==> config.mk <==
export PLATFORM = sky130hd
export DESIGN_NAME = glbp_ctrl
export DESIGN_NICKNAME = d
export VERILOG_FILES = /design/src/sv/glbp_pkg.sv /design/src/sv/glbp_ctrl.sv
export SDC_FILE = /design/constraint.sdc
export NUM_CORES = 1
export LEC_CHECK = 0
export ABC_AREA = 1
export BUFFER_PORTS_ARGS = -buffer_cell sky130_fd_sc_hd__buf_4
export CORE_AREA = 2 2 39 41
export DETAILED_ROUTE_END_ITERATION = 12
export DIE_AREA = 0 0 41 43
export GPL_TIMING_DRIVEN = 0
export PLACE_DENSITY = 0.49
export SLEW_MARGIN = 20
export SYNTH_ARGS = -nofsm -noshare
export SYNTH_HDL_FRONTEND = slang
export SYNTH_SLANG_ARGS = --single-unit
==> constraint.sdc <==
create_clock -name clock -period 2.75 [get_ports clock]
set_clock_uncertainty 0.05 [all_clocks]
set_input_delay 0.4125 -clock clock [delete_from_list [all_inputs] [get_ports clock]]
set_output_delay 0.4125 -clock clock [all_outputs]
set_load 0.05 [all_outputs]
==> src/sv/glbp_pkg.sv <==
// Shared types and constants of the group L2 ball projection unit.
// No dependencies; all other files refer to it by scoped names.
`default_nettype none

package glbp_pkg;

   localparam int VALUE_W    = 24;
   localparam int WEIGHT_W   = 24;
   localparam int SCALE_W    = 24;
   localparam int SQUARE_W   = 47;
   localparam int SUM_W      = 53;
   localparam int NORM_W     = 27;
   localparam int RADIUS_W   = 32;
   localparam int SRADIUS_W  = 26;
   localparam int PRODUCT_W  = 48;
   localparam int DIVIDEND_W = 50;
   localparam int QUOT_W     = 24;

   localparam logic [SCALE_W-1:0]   SCALE_RESET = 24'd65536;
   localparam logic [PRODUCT_W-1:0] ROUND_HALF  = 48'd32768;
   localparam logic [QUOT_W-1:0]    POS_LIMIT   = 24'd8388607;
   localparam logic [QUOT_W-1:0]    NEG_LIMIT   = 24'd8388608;

   typedef struct packed {
      logic load;
      logic square;
      logic radius;
      logic sqrt_start;
      logic compare;
      logic read;
      logic mul;
      logic div_start;
      logic emit;
   } cmd_type;

   typedef struct packed {
      logic close;
      logic sqrt_done;
      logic div_done;
      logic shrink;
      logic last_emit;
   } status_type;

endpackage

`default_nettype wire

==> src/sv/glbp_ctrl.sv <==
// Controller state machine: sequences accumulation, norm, compare and emission.
// Depends on glbp_pkg for the command and status structs.
`default_nettype none

module glbp_ctrl (
   input  logic                   clock,
   input  logic                   reset,
   input  logic                   start,
   output logic                   busy,
   input  glbp_pkg::status_type   status,
   output glbp_pkg::cmd_type      cmd
);

   localparam logic [3:0] S_IDLE      = 4'd0;
   localparam logic [3:0] S_SQUARE    = 4'd1;
   localparam logic [3:0] S_ADD       = 4'd2;
   localparam logic [3:0] S_SQRT_GO   = 4'd3;
   localparam logic [3:0] S_SQRT_WAIT = 4'd4;
   localparam logic [3:0] S_COMPARE   = 4'd5;
   localparam logic [3:0] S_READ      = 4'd6;
   localparam logic [3:0] S_MUL       = 4'd7;
   localparam logic [3:0] S_DIV_GO    = 4'd8;
   localparam logic [3:0] S_DIV_WAIT  = 4'd9;
   localparam logic [3:0] S_EMIT      = 4'd10;

   logic [3:0] state_ff;
   logic [3:0] state_in;

   always_comb begin
      state_in = state_ff;
      cmd      = '0;
      case (state_ff)
         S_IDLE: begin
            if (start) begin
               cmd.load = 1'b1;
               state_in = S_SQUARE;
            end
         end
         S_SQUARE: begin
            cmd.square = 1'b1;
            state_in   = status.close ? S_ADD : S_IDLE;
         end
         S_ADD: begin
            cmd.radius = 1'b1;
            state_in   = S_SQRT_GO;
         end
         S_SQRT_GO: begin
            cmd.sqrt_start = 1'b1;
            state_in       = S_SQRT_WAIT;
         end
         S_SQRT_WAIT: begin
            if (status.sqrt_done) begin
               state_in = S_COMPARE;
            end
         end
         S_COMPARE: begin
            cmd.compare = 1'b1;
            state_in    = S_READ;
         end
         S_READ: begin
            cmd.read = 1'b1;
            state_in = S_MUL;
         end
         S_MUL: begin
            cmd.mul  = 1'b1;
            state_in = status.shrink ? S_DIV_GO : S_EMIT;
         end
         S_DIV_GO: begin
            cmd.div_start = 1'b1;
            state_in      = S_DIV_WAIT;
         end
         S_DIV_WAIT: begin
            if (status.div_done) begin
               state_in = S_EMIT;
            end
         end
         S_EMIT: begin
            cmd.emit = 1'b1;
            state_in = status.last_emit ? S_IDLE : S_READ;
         end
         default: begin
            state_in = S_IDLE;
         end
      endcase
   end

   always_ff @(posedge clock) begin
      if (reset) begin
         state_ff <= S_IDLE;
      end else begin
         state_ff <= state_in;
      end
   end

   assign busy = state_ff != S_IDLE;

endmodule

`default_nettype wire

======== Yosys cells after proc, flatten, opt, wreduce, memory -nomap -nowiden ========
Cells that the tools add are included.
word-level totals
  logic and storage cells ................. 34
  output and inout port bits .............. 10
  register bits ........................... 4
  bits in writable memories ............... 0
  ROM bits ................................ 0
  memories kept ........................... 0
  bits in latches ......................... 0
cells by class
  eq/ne operators ......................... 13
  order comparisons ....................... 0
  reductions and logical operators ........ 3
  div/mod/pow operators ................... 0
  $mul .................................... 0
  bitwise logic cells ..................... 0
  add/sub/neg operators ................... 0
  multiplexer cells ....................... 17
  shifts and indexed selects .............. 0
operator list
  cell                count
  $pmux 4 s11         1
  $eq 4x3->1 const B  4
  $eq 4x4->1 const B  3
  $mux 4              3
  $mux 1              10
  $eq 4x2->1 const B  2
  $ne 2x2->1 const B  3
  $eq 4x1->1 const B  1
  $logic_not 4->1     1
  $mux 2              2
  $reduce_bool 4->1   1
  $mux 3              1
  $reduce_and 3->1    1

======== Logic depth before layout (Yosys ltp) ========
  word-level depth ........................ 3
  depth in mapped cells ................... 6
  gate-level depth less buffers ........... 6

======== Worst setup path after synthesis ========
Ideal clock, no wire load.
  path type ............................... register to output
  start ................................... register state_ff[2]
  end ..................................... output port cmd[8] (netlist bit)
  buffers on the path ..................... 0
  cell stages (with the launch flop) ...... 6
  arrival time ............................ 1.555 ns
  setup slack ............................. 0.733 ns
  path through ............................ dfxtp_1 -> inv_2 -> nand2_1 -> nor2_1 -> inv_1 -> nor2_1
RTL lines
  what                      line             text
  start: declaration        glbp_ctrl.sv:26  logic [3:0] state_ff;
  start signal: assignment  glbp_ctrl.sv:91  state_ff <= state_in;
  end: declaration          glbp_ctrl.sv:11  output glbp_pkg::cmd_type cmd

==> results.txt <==
----------------------------------------------------
[CTS]
  Clock tree from TritonCTS ... yes
  Post-CTS clock slew at the launch and capture registers of the worst setup and hold paths ... 40 ps
  Num CTS Buffers ... 3
  Clk_lat worst skew ... approximately 230 ps
  Maximum level of the CTS H-tree ... 1
  Total number of clock tree sinks ... 4
  Root buffer selected by CTS ... clkbuf_4
  Post-CTS repair timing setup buffer count ... 0
  Maximum number of buffers from clock root to sink ... 2
  Number of cells upsized or downsized after cts ... 0
  Cts hold-fix bufs ... 0

[Global route]
  Combined global-route utilization of all metal layers ... between 10 and 15%
  Pin count of the biggest net entering global routing ... 6
  Via count of the first global-routing pass ... approximately 370
  Number of antenna violations at the first check in global routing ... 0
  Global-route wire length before repair ... 1.324 mm
  Remaining global-route overflow ... 0

[Placed design]
  DP Cell Count ... 92
  Placer's final routability congestion estimate ... 0.7317
  Number of buffer cells added on primary ports ... 17
  DPL Wire Length ... 740.3 µm
  Pre-CTS WS ... 1252 ps

[Setup path]
  Cell class contributing the biggest share of worst-path delay ... buffers and inverters
  Worst setup path category ... reg2out
  Startpoint types ... flip-flop
  Critical Path Most Common Cell ... nor2_1
  Worst Path Arrival ... approximately 1300 ps
  Slowest stage cell on the critical path ... dfxtp_1
  Critical Path Max Stage Delay ... between 300 and 400 ps
  Kind of end point of the critical path ... output pin
  Worst Path Required ... approximately 2300 ps
  Sum of buffers and inverters on the critical path ... 3
  Maximum net fanout on the critical path ... 4
  Critical Path, Cell by Cell ... inv_2, nand2_1, nor2_1, inv_1, nor2_1, buf_4

[Yosys]
  Post-synthesis cell count ... 59
  Net count of the mapped netlist ... 67
  Share of the synthesized area in the top cell type ... 22.22%
  Distinct cell type count after synthesis ... 15
  Combined area of all synthesized cells ... 360.3 µm²
  Sequential fraction of the synthesis area ... 22.22%
  Cell taking the most area after synthesis ... dfxtp_1
  Most area-consuming cells after synthesis ... dfxtp_1, nand2_1, nor2_1
  Average instance area after synthesis ... 6.108 µm²
  Yosys warns ... 0
  Flip-flop and latch count after synthesis ... 4

[Power]
  Overall power of the completed layout ... 211.9 µW
  Part of the total power dissipated in the clock network ... 33.4%
  Total leakage power ... 0.0002980 µW
  Largest voltage drop on the vdd net ... between 0.00015 and 0.0002 V
  Cell internal pwr ... 135.1 µW
  Combinational share of power ... a little over a third
  Sw Share ... 36.27%
  Power density over the cells ... 399.5 mW/mm²
  NetSw ... 76.87 µW
  Flop pwr share ... 30.5%

[Layout]
  Area growth from synthesis to layout ... 47.22%
  Multi-input combinational cell area ... about 220 µm²
  Cell Count, Final, Fillers Out ... 95
  Largest registers ... state_ff: 4 flops
  Reg area ... around 80 µm²
  Fraction of final layout cells with drive strength greater than 1 ... 44.30%
  Final layout net count ... 89
  Diode count ... 0
  # fillers ... 163
  Reg with most FFs ... state_ff
  Flip-flop count of the largest register after layout ... 4

[Die]
  Overall die width ... 41 µm
  Core region area ... 0.001384 mm²
  Die H ... 43 µm
  Area of the die ... 0.001763 mm²
  Row count ... 14
  I/O pin total ... 18
  Initial core utilization ... 26.04%

[Flow run]
  Max Cap Violations ... 0

[STA]
  Final Cycle Share ... 63.00%
  Actual transition at the worst max-transition pin ... 226.7 ps
  Post-layout min period ... 1733 ps
  Minimum setup slack in the final design ... 1018 ps
  Max Freq ... 0.5772 GHz
  Setup TNS Final ... 0 ps
  Total count of hold-check failures in the final report ... 0
  Unrepaired setup endpoints after global routing ... no
  Worst slew slack as a fraction of its limit ... between 80% and 90%
  Final slew viol count ... 0
  Count of final setup violators ... 0

[Routing]
  ANT nets after route ... 0
  Number of search-and-repair iterations in the first detailed-routing pass ... 2
  Average wire per cell in the routed design ... about 9 µm
  Number of vias per cell after detailed routing ... 4.368
  Via count of the routed design ... 415
  Number of design rule violations left after detail routing ... 0
  Wire length reported by the detailed router ... 853 µm
  Drt initial violations ... 7

[Outcome]
  Outcome ... finished, final reports clean

[Worst hold path]
  Worst hold path class ... in2reg

----------------------------------------------------
## synthesized netlist by cell type
cell type  number
nand2_1        11
nor2_1         11
inv_1          10
inv_2           5
nand3_1         5
dfxtp_1         4
nor2_4          3
nand3_2         2
nor2_2          2
a211oi_2        1
a21oi_1         1
a31oi_1         1
nand3b_2        1
nor3_2          1
o21ai_0         1
## cells in the final DEF, fill, tap and decap left out, drive strengths merged
master	instances
nand3b	1
dfxtp	4
nand2	11
nor3	1
nand3	7
a211oi	1
buf	17
nor2	16
a31oi	1
clkbuf	3
o21ai	1
inv	15
a21oi	1
## power by group through the flow
stage / Clock [µW] / Sequential [µW] / Combinational (µW)
after floorplan: 0 / 64.8 / 52.4
after global placement: 0 / 65.6 / 77.2
after detailed placement: 0 / 65.5 / 77.3
after CTS: 75.8 / 64.6 / 77.5
after global routing: 78.3 / 64.8 / 82.0
final: 70.8 / 64.6 / 76.5
## cell families (layout without fill, tap and decap cells)
group	Yosys count	in the layout	synth area share, %
buffers and inverters	15	35	15.63
AND/OR/NAND/NOR	36	36	54.16
AO/OA/AOI/OAI	4	4	7.984
flip-flops	4	4	22.22
## worst paths after layout
path	to	from	depth (start not counted)	slack, ps
max reg2reg	state_ff[1]	state_ff[1]	6	1630
min reg2reg	state_ff[3]	state_ff[1]	3	530
max	cmd[8]	state_ff[1]	6	1020
min	state_ff[0]	reset	2	340
## cell type report
cell class / instances / area share (%)
Sequential cell: 4 / 15.09
Inverter: 15 / 10.61
Timing Repair Buffer: 17 / 24.06
Clock buffer: 3 / 4.245
Tap cell: 16 / 3.774
Multi-Input combinational cell: 40 / 42.22
## per-stage QoR
stage                     cell area [µm²]  hold slack [ps]  utilization, %
final                               530.5            335.3           38.34
after global routing                530.5            330.8           38.34
after CTS                           530.5            322.6           38.34
after detailed placement            508.0            533.5           36.71
after global placement              508.0            535.5           36.71
after floorplan                     360.3            431.9               -
## per-layer routing
| metal | up-vias | global-route usage, % | wire length [µm] |
|---|---|---|---|
| li1 | 223 | - | - |
| met1 | 183 | 12.54 | 368 |
| met2 | 9 | 16.56 | 428 |
| met3 | 0 | 1.571 | 56 |
| met4 | 0 | 9.333 | 0 |
| met5 | - | 0 | 0 |
No activity file was read; power rests on OpenSTA's default activity.
